### config.mk
export PLATFORM = sky130hd
export DESIGN_NAME = m4ci_ctrl
export DESIGN_NICKNAME = d
export VERILOG_FILES = /design/src/m4ci_pkg.sv /design/src/m4ci_ctrl.sv
export SDC_FILE = /design/constraint.sdc
export NUM_CORES = 1
export LEC_CHECK = 0
export BUFFER_PORTS_ARGS = -buffer_cell sky130_fd_sc_hd__buf_2
export CAP_MARGIN = 0
export CORE_MARGIN = 2
export CORE_UTILIZATION = 49
export CTS_CLUSTER_DIAMETER = 100
export DETAILED_ROUTE_END_ITERATION = 16
export PLACE_DENSITY = 0.8
export RECOVER_POWER = 25
export SLEW_MARGIN = 20
export SYNTH_ARGS = -nofsm -noshare
export SYNTH_HDL_FRONTEND = slang
export SYNTH_SLANG_ARGS = --single-unit
### constraint.sdc
create_clock -name clk -period 9.4 [get_ports clk]
set_clock_uncertainty 0.15 [all_clocks]
set_input_delay 1.88 -clock clk [delete_from_list [all_inputs] [get_ports clk]]
set_output_delay 1.88 -clock clk [all_outputs]
set_load 0.02 [all_outputs]
### src/m4ci_pkg.sv
// Shared constants and types for the 4x4 cofactor matrix inverse unit.
`timescale 1ns / 1ps

package m4ci_pkg;

  localparam int ELEM_W     = 32;
  localparam int FRAC_BITS  = 16;
  localparam int MDET_W     = 63;
  localparam int MDET_FRAC  = 32;
  localparam int N_ELEM     = 16;
  localparam int ADDR_W     = $clog2(N_ELEM);
  localparam int DIG_W      = 8;
  localparam int N_DIG      = ELEM_W / DIG_W;
  localparam int DIG_IDX_W  = $clog2(N_DIG);
  localparam int T_W        = 2 * ELEM_W + 1;
  localparam int COF_W      = 3 * ELEM_W + 3;
  localparam int ACC_W      = 4 * ELEM_W + 6;
  localparam int PP_W       = COF_W + DIG_W + 1;
  localparam int Q_W        = ELEM_W + 2;
  localparam int DIV_W      = ACC_W + ELEM_W + 2;
  localparam int DCNT_W     = $clog2(Q_W + 1);
  localparam int CMP_W      = ACC_W + MDET_W + 4 * FRAC_BITS + MDET_FRAC;
  localparam int PH_MAC0    = 3;
  localparam int PH_LAST    = PH_MAC0 + N_DIG;
  localparam int PH_W       = $clog2(PH_LAST + 1);

  typedef enum logic [2:0] {
    ST_LOAD,
    ST_MINOR,
    ST_DET,
    ST_CHECK,
    ST_DIV,
    ST_EMIT
  } state_t;

  typedef enum logic [2:0] {
    WS_MEM,
    WS_T0,
    WS_T1,
    WS_T2,
    WS_COF
  } wsrc_t;

  typedef enum logic [2:0] {
    SD_NONE,
    SD_T0,
    SD_T1,
    SD_T2,
    SD_COF,
    SD_DET
  } store_t;

  typedef struct packed {
    logic                 mem_wr;
    logic [ADDR_W-1:0]    wr_addr;
    logic [ADDR_W-1:0]    rd_addr;
    logic                 acc_clr;
    logic                 ld_w;
    wsrc_t                wsrc;
    logic                 ld_x;
    logic                 mac;
    logic [DIG_IDX_W-1:0] dig;
    logic                 sub;
    store_t               st;
    logic [ADDR_W-1:0]    cof_idx;
    logic                 cof_neg;
    logic                 chk;
    logic                 div_init;
    logic                 div_step;
    logic                 out_load;
    logic                 last;
  } cmd_t;

  typedef struct packed {
    logic sing;
    logic out_free;
  } stat_t;

endpackage

### src/m4ci_ctrl.sv
// Sequencer for load, minors, determinant, division and result hand-off.
`timescale 1ns / 1ps

module m4ci_ctrl (
  input  logic              clk,
  input  logic              rst_n,
  input  logic              in_valid,
  output logic              in_stall,
  input  m4ci_pkg::stat_t   stat,
  output m4ci_pkg::cmd_t    cmd
);

  localparam logic [3:0] PROD_LAST = 4'd8;
  localparam logic [3:0] DET_LAST  = 4'd3;
  localparam logic [m4ci_pkg::ADDR_W-1:0] IDX_LAST = {m4ci_pkg::ADDR_W{1'b1}};
  localparam logic [m4ci_pkg::PH_W-1:0] PH_END =
    m4ci_pkg::PH_W'(m4ci_pkg::PH_LAST);
  localparam logic [m4ci_pkg::PH_W-1:0] PH_M0 =
    m4ci_pkg::PH_W'(m4ci_pkg::PH_MAC0);
  localparam logic [m4ci_pkg::PH_W-1:0] PH_M_END =
    m4ci_pkg::PH_W'(m4ci_pkg::PH_MAC0 + m4ci_pkg::N_DIG);
  localparam logic [m4ci_pkg::DCNT_W-1:0] DCNT_END =
    m4ci_pkg::DCNT_W'(m4ci_pkg::Q_W);

  m4ci_pkg::state_t                state_r, state_nxt;
  logic [m4ci_pkg::ADDR_W-1:0]     ld_cnt_r, ld_cnt_nxt;
  logic [m4ci_pkg::ADDR_W-1:0]     idx_r, idx_nxt;
  logic [3:0]                      prod_r, prod_nxt;
  logic [m4ci_pkg::PH_W-1:0]       ph_r, ph_nxt;
  logic [m4ci_pkg::DCNT_W-1:0]     dcnt_r, dcnt_nxt;
  logic                            accept;

  function automatic logic [1:0] skip(input logic [1:0] i, input logic [1:0] s);
    return (i >= s) ? i + 2'd1 : i;
  endfunction

  assign accept   = in_valid && (state_r == m4ci_pkg::ST_LOAD);
  assign in_stall = (state_r != m4ci_pkg::ST_LOAD);

  always_ff @(posedge clk) begin
    if (!rst_n) begin
      state_r  <= m4ci_pkg::ST_LOAD;
      ld_cnt_r <= '0;
      idx_r    <= '0;
      prod_r   <= '0;
      ph_r     <= '0;
      dcnt_r   <= '0;
    end else begin
      state_r  <= state_nxt;
      ld_cnt_r <= ld_cnt_nxt;
      idx_r    <= idx_nxt;
      prod_r   <= prod_nxt;
      ph_r     <= ph_nxt;
      dcnt_r   <= dcnt_nxt;
    end
  end

  always_comb begin
    state_nxt  = state_r;
    ld_cnt_nxt = ld_cnt_r;
    idx_nxt    = idx_r;
    prod_nxt   = prod_r;
    ph_nxt     = ph_r;
    dcnt_nxt   = dcnt_r;
    unique case (state_r)
      m4ci_pkg::ST_LOAD: begin
        if (accept) begin
          ld_cnt_nxt = ld_cnt_r + 1'b1;
          if (ld_cnt_r == IDX_LAST) begin
            state_nxt = m4ci_pkg::ST_MINOR;
            idx_nxt   = '0;
            prod_nxt  = '0;
            ph_nxt    = '0;
          end
        end
      end
      m4ci_pkg::ST_MINOR: begin
        ph_nxt = ph_r + 1'b1;
        if (ph_r == PH_END) begin
          ph_nxt = '0;
          if (prod_r == PROD_LAST) begin
            prod_nxt = '0;
            idx_nxt  = idx_r + 1'b1;
            if (idx_r == IDX_LAST) begin
              state_nxt = m4ci_pkg::ST_DET;
            end
          end else begin
            prod_nxt = prod_r + 1'b1;
          end
        end
      end
      m4ci_pkg::ST_DET: begin
        ph_nxt = ph_r + 1'b1;
        if (ph_r == PH_END) begin
          ph_nxt = '0;
          if (prod_r == DET_LAST) begin
            prod_nxt  = '0;
            state_nxt = m4ci_pkg::ST_CHECK;
          end else begin
            prod_nxt = prod_r + 1'b1;
          end
        end
      end
      m4ci_pkg::ST_CHECK: begin
        state_nxt = m4ci_pkg::ST_DIV;
        dcnt_nxt  = '0;
        idx_nxt   = '0;
      end
      m4ci_pkg::ST_DIV: begin
        if (((dcnt_r == '0) && stat.sing) || (dcnt_r == DCNT_END)) begin
          state_nxt = m4ci_pkg::ST_EMIT;
        end else begin
          dcnt_nxt = dcnt_r + 1'b1;
        end
      end
      m4ci_pkg::ST_EMIT: begin
        if (stat.out_free) begin
          idx_nxt  = idx_r + 1'b1;
          dcnt_nxt = '0;
          state_nxt = (idx_r == IDX_LAST) ? m4ci_pkg::ST_LOAD : m4ci_pkg::ST_DIV;
        end
      end
      default: state_nxt = m4ci_pkg::ST_LOAD;
    endcase
  end

  always_comb begin
    logic [1:0]       wi, wj, xi, xj;
    m4ci_pkg::wsrc_t  ws;
    logic             sub, clr;
    m4ci_pkg::store_t st;
    logic [1:0]       sr, sc;
    logic             mac_ph;

    wi = 2'd0; wj = 2'd0; xi = 2'd0; xj = 2'd0;
    ws = m4ci_pkg::WS_MEM;
    sub = 1'b0; clr = 1'b0;
    st = m4ci_pkg::SD_NONE;
    sr = idx_r[3:2];
    sc = idx_r[1:0];
    mac_ph = (ph_r >= PH_M0) && (ph_r < PH_M_END);
    cmd = '0;

    case (prod_r)
      4'd0: begin wi = 2'd1; wj = 2'd1; xi = 2'd2; xj = 2'd2; clr = 1'b1; end
      4'd1: begin
        wi = 2'd1; wj = 2'd2; xi = 2'd2; xj = 2'd1; sub = 1'b1; st = m4ci_pkg::SD_T0;
      end
      4'd2: begin wi = 2'd0; wj = 2'd1; xi = 2'd2; xj = 2'd2; clr = 1'b1; end
      4'd3: begin
        wi = 2'd0; wj = 2'd2; xi = 2'd2; xj = 2'd1; sub = 1'b1; st = m4ci_pkg::SD_T1;
      end
      4'd4: begin wi = 2'd0; wj = 2'd1; xi = 2'd1; xj = 2'd2; clr = 1'b1; end
      4'd5: begin
        wi = 2'd0; wj = 2'd2; xi = 2'd1; xj = 2'd1; sub = 1'b1; st = m4ci_pkg::SD_T2;
      end
      4'd6: begin ws = m4ci_pkg::WS_T0; xi = 2'd0; xj = 2'd0; clr = 1'b1; end
      4'd7: begin ws = m4ci_pkg::WS_T1; xi = 2'd1; xj = 2'd0; sub = 1'b1; end
      4'd8: begin ws = m4ci_pkg::WS_T2; xi = 2'd2; xj = 2'd0; st = m4ci_pkg::SD_COF; end
      default: begin end
    endcase

    unique case (state_r)
      m4ci_pkg::ST_LOAD: begin
        cmd.mem_wr  = accept;
        cmd.wr_addr = ld_cnt_r;
      end
      m4ci_pkg::ST_MINOR: begin
        cmd.rd_addr = (ph_r == '0) ? {skip(wi, sr), skip(wj, sc)}
                                   : {skip(xi, sr), skip(xj, sc)};
        cmd.acc_clr = (ph_r == '0) && clr;
        cmd.ld_w    = (ph_r == m4ci_pkg::PH_W'(1));
        cmd.wsrc    = ws;
        cmd.ld_x    = (ph_r == m4ci_pkg::PH_W'(2));
        cmd.mac     = mac_ph;
        cmd.dig     = m4ci_pkg::DIG_IDX_W'(ph_r - PH_M0);
        cmd.sub     = sub;
        cmd.st      = (ph_r == PH_END) ? st : m4ci_pkg::SD_NONE;
        cmd.cof_idx = idx_r;
        cmd.cof_neg = idx_r[2] ^ idx_r[0];
      end
      m4ci_pkg::ST_DET: begin
        cmd.rd_addr = {prod_r[1:0], 2'b00};
        cmd.acc_clr = (ph_r == '0) && (prod_r == '0);
        cmd.ld_w    = (ph_r == m4ci_pkg::PH_W'(1));
        cmd.wsrc    = m4ci_pkg::WS_COF;
        cmd.ld_x    = (ph_r == m4ci_pkg::PH_W'(2));
        cmd.mac     = mac_ph;
        cmd.dig     = m4ci_pkg::DIG_IDX_W'(ph_r - PH_M0);
        cmd.st      = ((ph_r == PH_END) && (prod_r == DET_LAST)) ? m4ci_pkg::SD_DET
                                                                 : m4ci_pkg::SD_NONE;
        cmd.cof_idx = {prod_r[1:0], 2'b00};
      end
      m4ci_pkg::ST_CHECK: begin
        cmd.chk = 1'b1;
      end
      m4ci_pkg::ST_DIV: begin
        cmd.cof_idx  = {idx_r[1:0], idx_r[3:2]};
        cmd.div_init = (dcnt_r == '0);
        cmd.div_step = (dcnt_r != '0);
      end
      m4ci_pkg::ST_EMIT: begin
        cmd.out_load = stat.out_free;
        cmd.last     = (idx_r == IDX_LAST);
      end
      default: begin end
    endcase
  end

  a_prod_range: assert property (@(posedge clk) disable iff (!rst_n)
    (state_r == m4ci_pkg::ST_MINOR) |-> (prod_r <= PROD_LAST))
    else $error("product index out of range");

  a_last_to_load: assert property (@(posedge clk) disable iff (!rst_n)
    (cmd.out_load && cmd.last) |=> (state_r == m4ci_pkg::ST_LOAD))
    else $error("last result did not return to load");

endmodule

==> results of run 1 <==
==> kinds of logic (layout without fill, tap and decap cells) <==
logic type      count (synthesis)  in the layout  synth area share (%)
flops                          24             24                  20.3
compound gates                 75             75                  22.4
buf+inv                        44             69                  10.4
fa+ha+maj                      25             25                  13.2
simple gates                  120            120                  29.4
mux                             4              4                  1.69
xor+xnor                        7              7                  2.59
==> cells in the mapped netlist (2+ instances only) <==
master	number	area (µm²)
xnor2_1	3	26.3
or3b_1	2	17.5
a31oi_1	2	12.5
ha_1	25	313
inv_1	26	97.6
buf_6	5	56.3
clkbuf_1	3	11.3
a22oi_1	3	22.5
nor2_1	15	56.3
nor3_1	11	55.1
o31ai_1	3	22.5
o211ai_1	4	30.0
o21ai_1	4	20.0
and2_1	6	37.5
o22ai_1	5	31.3
and4_1	2	17.5
dfxtp_1	24	480
nand3b_1	2	15.0
nand3_1	14	70.1
a32oi_1	3	26.3
and3_1	7	43.8
clkbuf_8	3	41.3
a211oi_1	3	22.5
nor4_1	2	12.5
a311oi_1	2	17.5
mux2i_1	4	40.0
nand2b_1	7	43.8
nor2b_1	5	31.3
a21oi_1	17	85.1
nand4b_1	4	35.0
or4_1	2	15.0
buf_2	4	20.0
o21ai_0	8	40.0
and4bb_2	2	25.0
xor2_1	4	35.0
o21a_1	6	45.0
nand4_1	5	31.3
nand2_1	24	90.1
==> cell type report <==
class | instances | area, µm² | share of cell area (%)
Multi-Input combinational cell | 231 | 1640 | 64.2
Sequential cell | 24 | 480 | 18.8
Timing Repair Buffer | 37 | 184 | 7.21
Inverter | 28 | 110 | 4.32
Tap cell | 54 | 67.6 | 2.65
Clock buffer | 3 | 41.3 | 1.62
Clock inverter | 1 | 30.0 | 1.18
==> registers in the layout, indices dropped and copies added (netlist names) <==
name / count
idx_r: 4
dcnt_r: 6
prod_r: 4
state_r: 3
ld_cnt_r: 4
ph_r: 3
==> worst max path at each step <==
stage / startpoint / to / slack [ns] / cells after the start
floorplan: prod_r[0]$_SDFFE_PN0P_ / cmd[24] / 4.30 / 12
global placement: prod_r[1]$_SDFFE_PN0P_ / cmd[26] / 4.32 / 12
detailed placement: prod_r[0]$_SDFFE_PN0P_ / cmd[26] / 4.13 / 12
CTS: prod_r[0]$_SDFFE_PN0P_ / cmd[26] / 3.81 / 12
global route: prod_r[0]$_SDFFE_PN0P_ / cmd[26] / 3.55 / 12
finish: prod_r[0]$_SDFFE_PN0P_ / cmd[26] / 3.79 / 12
==> critical path, delay by kind of cell (launching register included) <==
family | cells | cell delay (ns)
buffers and inverters | 2 | 0.33
AOI/OAI and AO/OA | 3 | 0.57
adders and majority gates | 3 | 0.92
and+or+nand+nor | 4 | 1.11
DFF | 1 | 0.37
==> power groups by stage <==
stage          combinational [mW]  sequential, mW  clock, mW
2_1_floorplan             0.00833           0.106          0
3_3_place_gp               0.0105           0.106          0
3_5_place_dp               0.0106           0.106          0
4_1_cts                    0.0107           0.103     0.0940
5_1_grt                    0.0118           0.104     0.0982
6_report                   0.0106           0.103     0.0929
==> per-stage QoR <==
step | util [%] | setup WS, ns | instances
after floorplan | - | 4.30 | 299
after global placement | 52.9 | 4.32 | 374
after detailed placement | 52.9 | 4.13 | 374
after CTS | 54.4 | 3.81 | 378
after global routing | 54.4 | 3.55 | 378
final | 54.4 | 3.79 | 378
==> metal layers <==
metal / vias up / part of all wire, % / global-route usage, %
met3: 7 / 4.1 / 2.33
met4: 0 / 1.3 / 6.26
li1: 1141 / - / -
met5: - / 0 / 0
met1: 1071 / 46 / 29.3
met2: 61 / 48 / 33.7
==> results by group, run 1 <==
Outcome
  • Status: completed

Timing
  • RSZ-0062 raised after global routing: false
  • Hold_ws: 0.342 ns
  • Max-slew violation count: 0
  • Min Tclk post-route: 5.61 ns
  • Final period util: 59.7%
  • Fmax: 178 MHz
  • Final setup viols: 0
  • Final-report hold violation count: 0
  • Max_slew headroom: 33.4%
  • Setup TNS: 0 ns
  • Worst-Margin Slew: 0.991 ns

Place
  • DP Area: 0.00248 mm²
  • I/O Buffers: 37
  • GPL Wtd Cong: 0.852
  • DP HPWL: 4130 µm

Final layout
  • Most frequent cells in the layout: 36 x buf_2, 26 x inv_1, 25 x ha_1, 24 x nand2_1, 24 x dfxtp_1
  • Filler instances: 450
  • Nets: 355
  • # diodes: 0
  • Commonest non-fill, non-tap cell in the layout: buf_2
  • Final Instance Area: 0.00255 mm²
  • Area Overhead vs Synth: 7.83%
  • Share of cells above drive strength 1: 16.4%

Routing
  • Vias per cell: 6.03
  • DR pass1 iterations: 4
  • # DRC: 0
  • DRT antenna net count: 0
  • Vias: 2280
  • DR iter-0 viols: 78
  • DRT Wirelength: 5490 µm
  • DR WL/cell: 14.5 µm

Clock network
  • Number of CTS-inserted buffers: 3
  • Post-CTS sizing: 0
  • Clock sink count: 24
  • CTS tree: yes
  • Worst-path clk slew: 0.09 ns
  • Clk Tree Root Cell: clkbuf_8
  • Htree depth: 1
  • Hold Buf Count CTS: 0
  • Post-CTS setup buffers: 0
  • Max Root-Sink Buffers: 2
  • Clock latency on the worst-skew pair: 0.28 ns

Pwr
  • Comb pwr share: 5.1%
  • Clock power share: 44.9%
  • Pleak: 1.12 nW
  • Worst vdd ir: 0.0000659 V
  • Switching power: 0.0437 mW
  • Reg power frac: 50.0%
  • P_int: 0.163 mW
  • Overall power: 0.207 mW
  • Sw frac: 21.1%
  • Pwr Density: 81.1 mW/mm²

Setup path
  • RR Startpoint: state_r[0]$_SDFFE_PN0P_
  • FF-to-FF End: prod_r[2]$_SDFFE_PN0P_
  • Startpoint Class: flop
  • Crit path max fanout: 12
  • CP required: 7.37 ns
  • Flop2flop setup slack: 7.13 ns
  • Critical path class: reg -> out
  • FF-to-FF path depth: 4
  • CP dominant cell by count: ha_1
  • Slowest cell on crit path: or4_1
  • Worst EP arrival: 3.58 ns
  • Crit-path cells: inv_1 > ha_1 > nor3_1 > or3_1 > ha_1 > or4_1 > ha_1 > nand2b_1 > a21oi_1 > o211ai_1 > a31oi_1 > buf_2
  • CP Capture Type: output port
  • Largest stage delay, worst path: 0.52 ns

Floorplan
  • Die X: 73.5 µm
  • Die span in y: 73.5 µm
  • Die Area: 0.00540 mm²
  • Starting density of the core: 50.4%
  • Site Rows: 25
  • Core area: 0.00469 mm²
  • IO Count: 38

Synth
  • Post-Syn Area: 0.00237 mm²
  • Asr flop ratio synth: 0%
  • Seq cells post-synth: 24
  • Main flop type after synthesis: dfxtp_1
  • Syn avg cell area: 7.91 µm²
  • Ys Warns: 0
  • Post-synth EDFFs: 0
  • Register area share after synthesis: 20.3%
  • Unique masters post-synth: 66
  • Syn nets: 329
  • Post-synthesis instance total: 299

GRT
  • Largest net degree at the start of global routing: 22
  • Total grt overflow: 0
  • First-pass GRT wire length: 9140 µm
  • GRT Util Overall: 20.9%
  • Vias in the first global route: 1997
  • Antenna violations before repair: 0

Min path
  • Hold endpoint: ld_cnt_r[1]$_SDFFE_PN0P_
  • Min-Delay Startpoint: ld_cnt_r[1]$_SDFFE_PN0P_
  • Hold crit path type: reg -> reg
  • Hold path depth: 2

Flow run
  • Max-Cap Viols: 0
Power figures use the tool's default switching activity.
==> run 2, diff against run 1 <==
ABC_AREA = 1   (was unset)
PLACE_DENSITY = 0.83   (was 0.8)
clock period = 4.5 ns   (was 9.4 ns; I/O delays follow)
==> run 2 against run 1 <==
Compared with the run above: clock power grew 38%; clock-buffer cell count is the same; synthesized cell count rose by 22%; utilization increased by 2.9 points; hold slack worse by 0.0074 ns; via count rose by 4.0%.
==> results by group, run 2 <==
Synth
  • Synth top cells by count: 81 x nand2_1, 53 x inv_1, 40 x nor2_1
  • Post-synth EDFFs: 0
  • Ys Warns: 0
  • Post-synthesis instance total: 364
  • Syn nets: 394
  • Register area share after synthesis: 20.8%
  • Syn avg cell area: 6.34 µm²
  • Most numerous cell in the Yosys netlist: nand2_1
  • Asr flop ratio synth: 0%
  • Seq cells post-synth: 24
  • Post-synth top area share: 20.8%
  • Unique masters post-synth: 36
  • Largest area contributor in the netlist: dfxtp_1
  • Main flop type after synthesis: dfxtp_1
  • Top post-synthesis cells by area: dfxtp_1 21%, ha_1 14%, nand2_1 13%
  • Post-Syn Area: 0.00231 mm²

Setup path
  • FF-to-FF End: dcnt_r[1]$_SDFFE_PN0P_
  • Worst EP arrival: 3.02 ns
  • RR Startpoint: state_r[2]$_SDFFE_PN0P_
  • Crit path max fanout: 6
  • FF-to-FF path depth: 10
  • CP required: 3.45 ns
  • Critical path class: reg -> out
  • Flop2flop setup slack: 2.16 ns
  • Startpoint Class: flop
  • CP Capture Type: output port

Clock network
  • Post-CTS sizing: 0
  • Clock sink count: 24
  • CTS tree: yes
  • Htree depth: 1
  • Post-CTS setup buffers: 0
  • Hold Buf Count CTS: 0
  • Number of CTS-inserted buffers: 3
  • Clock latency on the worst-skew pair: 0.27 ns
  • Clk Tree Root Cell: clkbuf_8
  • Max Root-Sink Buffers: 2
  • Worst-path clk slew: 0.08 ns

Pwr
  • Worst vdd ir: 0.000393 V
  • Switching power: 0.821 mW
  • Sw frac: 57.0%
  • Pleak: 1.28 nW
  • Overall power: 1.44 mW
  • P_int: 0.619 mW
  • Pwr Density: 565 mW/mm²
  • Comb pwr share: 69.4%
  • Clock power share: 8.9%
  • Reg power frac: 21.7%

GRT
  • GRT Util Overall: 20.9%
  • Vias in the first global route: 2110
  • Antenna violations before repair: 0
  • First-pass GRT wire length: 8960 µm
  • Total grt overflow: 0
  • Largest net degree at the start of global routing: 13

Min path
  • Hold crit path type: reg -> reg
  • Hold path depth: 2
  • Min-Delay Startpoint: ld_cnt_r[1]$_SDFFE_PN0P_
  • Hold endpoint: ld_cnt_r[1]$_SDFFE_PN0P_

Routing
  • DRT antenna net count: 0
  • DR pass1 iterations: 4
  • DRT Wirelength: 5330 µm
  • Vias per cell: 5.24
  • # DRC: 0
  • Vias: 2372
  • DR iter-0 viols: 148
  • DR WL/cell: 11.8 µm

Floorplan
  • IO Count: 38
  • Core area: 0.00444 mm²
  • Die Area: 0.00527 mm²
  • Die X: 72.6 µm
  • Die span in y: 72.6 µm
  • Starting density of the core: 51.9%
  • Site Rows: 24

Timing
  • RSZ-0062 raised after global routing: false
  • Final period util: 90.4%
  • Setup TNS: 0 ns
  • Max_slew headroom: 69.0%
  • Worst-Margin Slew: 0.461 ns
  • Final-report hold violation count: 0
  • Min Tclk post-route: 4.07 ns
  • Final setup viols: 0
  • Fmax: 246 MHz
  • Max-slew violation count: 0

Final layout
  • Commonest non-fill, non-tap cell in the layout: nand2_1
  • Most frequent cells in the layout: 87 x nand2_1, 53 x inv_1, 41 x nor2_1, 37 x buf_2, 31 x nand3_1
  • Max reg flops: 6
  • Reg with most FFs: dcnt_r
  • # diodes: 0
  • Share of cells above drive strength 1: 17.0%
  • Final Instance Area: 0.00255 mm²
  • Final core utilization: 57.3%
  • Nets: 433
  • Area Overhead vs Synth: 10.4%

Place
  • GPL Wtd Cong: 0.857
  • DP HPWL: 4230 µm
  • DP Area: 0.00254 mm²
  • I/O Buffers: 37

Flow run
  • Max-Cap Viols: 0

Outcome
  • Status: completed
-- run 2: power groups by stage --
stage	Clock, mW	Sequential, mW	Combinational (mW)
2_1_floorplan	0	0.308	0.803
3_3_place_gp	0	0.318	0.991
3_5_place_dp	0	0.320	1.02
4_1_cts	0.131	0.315	1.03
5_1_grt	0.136	0.321	1.13
6_report	0.128	0.313	0.999
-- run 2: layout make-up --
cell class / count / area (µm²)
Clock buffer: 3 / 41.3
Fill cell: 449 / 1900
Multi-Input combinational cell: 276 / 1540
Inverter: 61 / 230
Timing Repair Buffer: 37 / 185
Sequential cell: 24 / 480
Tap cell: 52 / 65.1
-- run 2: kinds of logic (layout without fill, tap and decap cells) --
group	after synthesis	in the layout	synth area share, %
simple gates	189	189	39.8
buf+inv	64	101	10.6
compound gates	59	59	14.1
fa+ha+maj	25	25	13.6
flops	24	24	20.8
xor+xnor	3	3	1.14
-- run 2: how the worst max path moves through the flow --
stage	start	endpoint	slack, ns
after global placement	prod_r[0]$_SDFFE_PN0P_	cmd[25]	0.91
after floorplan	prod_r[0]$_SDFFE_PN0P_	cmd[25]	1.11
after detailed placement	prod_r[0]$_SDFFE_PN0P_	cmd[25]	0.74
after CTS	prod_r[0]$_SDFFE_PN0P_	cmd[25]	0.43
final	prod_r[0]$_SDFFE_PN0P_	cmd[26]	0.43
after global routing	prod_r[0]$_SDFFE_PN0P_	cmd[25]	0.16
-- run 2: per-stage QoR --
stage	hold WS (ns)	setup slack (ns)	instances
after floorplan	0.298	1.11	364
after global placement	0.323	0.909	450
after detailed placement	0.329	0.742	450
after CTS	0.341	0.431	453
after global routing	0.358	0.157	453
final	0.335	0.430	453
-- run 2: worst max-delay path, cell delays in order, from the launching register on --
cell and delay, ns:
dfxtp_1 0.39, inv_1 0.11, ha_1 0.24, nand3_1 0.21, nand2_1 0.08, nor3_1 0.31, ha_1 0.22, nand3b_1 0.15
ha_1 0.24, o21ai_0 0.17, nand2_1 0.12, a21oi_1 0.14, o21ai_0 0.10, nand2_1 0.08, nand2_1 0.04, buf_2 0.15
-- run 2: per-layer routing --
layer | GRT usage (%) | share of wire, % | vias to the layer above
met4 | 5.56 | 1.1 | 0
met1 | 26.4 | 46 | 1069
li1 | - | - | 1251
met3 | 1.24 | 3.6 | 5
met5 | 0 | 0 | -
met2 | 38.4 | 49 | 47
==> run 3, diff against run 2 <==
PLACE_DENSITY = 0.77   (was 0.83)
==> run 3 against run 2 <==
Compared with the run above: utilization down 0.11 points; sequential share of layout area about the same; register-to-register slack worse by 0.11 ns; final cell count up 0.22%; sequential power about the same; first-iteration DRC count up 4.1%; critical path depth down 1; global-route usage up 0.24 points; power down 0.62%; non-clock buffer count unchanged; maximum frequency up 1.7%; clock-buffer cell count up 1; critical endpoint is now cmd[25].
==> results by group, run 3 (synthesized netlist as in run 2, its figures left out) <==
Outcome
  • Status: completed

Pwr
  • Worst vdd ir: 0.000330 V
  • Switching power: 0.804 mW
  • Pleak: 1.29 nW
  • P_int: 0.627 mW
  • Sw frac: 56.2%
  • Comb pwr share: 67.9%
  • Reg power frac: 21.8%
  • Pwr Density: 563 mW/mm²
  • Clock power share: 10.3%

GRT
  • Total grt overflow: 0
  • GRT busiest layer: met2
  • Met3 usage: 2.07%
  • First-pass GRT wire length: 9010 µm
  • Vias in the first global route: 2033
  • GRT Util Overall: 21.1%
  • GRT met2 Usage: 36.3%
  • Antenna violations before repair: 0
  • Largest net degree at the start of global routing: 14
  • Met1 usage: 28.6%

Setup path
  • Stages on worst setup path: 14
  • Startpoint Class: flop
  • FF-to-FF path depth: 9
  • Critical path class: reg -> out
  • Crit-path cells: inv_1 > ha_1 > nand3_1 > nand2_1 > nor3_1 > ha_1 > nand3b_1 > ha_1 > o21ai_0 > nand2_1 > xnor2_1 > o21ai_0 > nand2_1 > buf_2
  • CP Capture Type: output port
  • Largest stage delay, worst path: 0.38 ns
  • Slowest cell on crit path: dfxtp_1
  • Number of buffers and inverters on the critical path: 2
  • Worst EP arrival: 2.95 ns
  • CP required: 3.45 ns
  • Crit path max fanout: 6
  • Flop2flop setup slack: 2.05 ns
  • CP top delay family: simple AND/OR/NAND/NOR gates

Min path
  • Hold crit path type: reg -> reg
  • Hold path depth: 2

Floorplan
  • Die X: 72.6 µm
  • Die Area: 0.00527 mm²
  • Starting density of the core: 51.9%
  • Site Rows: 24
  • IO Count: 38
  • Core area: 0.00444 mm²
  • Die span in y: 72.6 µm

Clock network
  • Clock sink count: 24
  • Htree depth: 1
  • Max Root-Sink Buffers: 2
  • Post-CTS sizing: 0
  • Clock latency on the worst-skew pair: 0.26 ns
  • Hold Buf Count CTS: 0
  • Number of CTS-inserted buffers: 3
  • Post-CTS setup buffers: 0
  • Worst-path clk slew: 0.08 ns
  • Clk Tree Root Cell: clkbuf_8
  • CTS tree: yes

Timing
  • Final period util: 88.9%
  • Max_slew headroom: 63.6%
  • Min Tclk post-route: 4.00 ns
  • Post-route setup slack: 0.500 ns
  • Worst-Margin Slew: 0.541 ns
  • RSZ-0062 raised after global routing: false
  • Final-report hold violation count: 0
  • Max-slew violation count: 0
  • Setup TNS: 0 ns
  • Fmax: 250 MHz
  • Final setup viols: 0

Routing
  • # DRC: 0
  • DR iter-0 viols: 154
  • DRT antenna net count: 0
  • Vias: 2383
  • Vias per cell: 5.25
  • DRT Wirelength: 5250 µm
  • DR pass1 iterations: 4
  • DR WL/cell: 11.6 µm

Place
  • DP HPWL: 4180 µm
  • GPL Wtd Cong: 0.890
  • DP Area: 0.00254 mm²
  • Place WS: 0.808 ns
  • I/O Buffers: 37

Final layout
  • # diodes: 0
  • Register area: 480 µm²
  • Area of the multi-input gates: 0.00153 mm²
  • Filler instances: 457
  • Area Overhead vs Synth: 10.2%
  • Final Instance Area: 0.00254 mm²
  • Reg with most FFs: dcnt_r
  • Nets: 433
  • Share of cells above drive strength 1: 16.7%
  • Commonest non-fill, non-tap cell in the layout: nand2_1
  • Max reg flops: 6
  • Most frequent cells in the layout: 88 x nand2_1, 53 x inv_1, 42 x nor2_1, 37 x buf_2, 31 x nand3_1

Flow run
  • Max-Cap Viols: 0
run 3: worst register-to-register path: cells and delay by family (launching register included):
| family | cells | cell delay (ns) |
|---|---|---|
| and+or+nand+nor | 7 | 1.19 |
| DFF | 1 | 0.55 |
| AOI/OAI and AO/OA | 1 | 0.14 |
| buffers and inverters | 1 | 0.32 |
run 3: power groups by stage:
stage | clock network [mW] | logic (mW) | registers (mW)
2_1_floorplan | 0 | 0.803 | 0.308
3_3_place_gp | 0 | 1.00 | 0.318
3_5_place_dp | 0 | 1.02 | 0.319
4_1_cts | 0.153 | 1.02 | 0.315
5_1_grt | 0.163 | 1.11 | 0.321
6_report | 0.147 | 0.972 | 0.312
run 3: per-stage QoR:
stage          power, mW  util, %  hold WS, ns  instances
3_3_place_gp        1.32     57.2        0.327        450
4_1_cts             1.49     58.5        0.348        454
5_1_grt             1.59     57.2        0.376        454
3_5_place_dp        1.34     57.2        0.334        450
2_1_floorplan       1.11        -        0.298        364
6_report            1.43     57.2        0.342        454
run 3: cell type report:
| type | instances | area share [%] |
|---|---|---|
| multi-input cells | 276 | 60.0 |
| inverters | 61 | 9.06 |
| clock buffers | 4 | 2.17 |
| well taps | 52 | 2.56 |
| flip-flops and latches | 24 | 18.9 |
| repair buffers | 37 | 7.29 |
run 3: routing by layer:
layer | up-vias | part of all wire, %
met1 | 1058 | 46
li1 | 1253 | -
met3 | 4 | 4.8
met4 | 0 | 0.72
met2 | 68 | 48
met5 | - | 0
run 3: final timing paths:
check                              to                startpoint
min          ld_cnt_r[1]$_SDFFE_PN0P_  ld_cnt_r[1]$_SDFFE_PN0P_
max reg2reg     idx_r[1]$_SDFFE_PN0P_   state_r[2]$_SDFFE_PN0P_
min reg2reg  ld_cnt_r[1]$_SDFFE_PN0P_  ld_cnt_r[1]$_SDFFE_PN0P_
max                           cmd[25]    prod_r[0]$_SDFFE_PN0P_
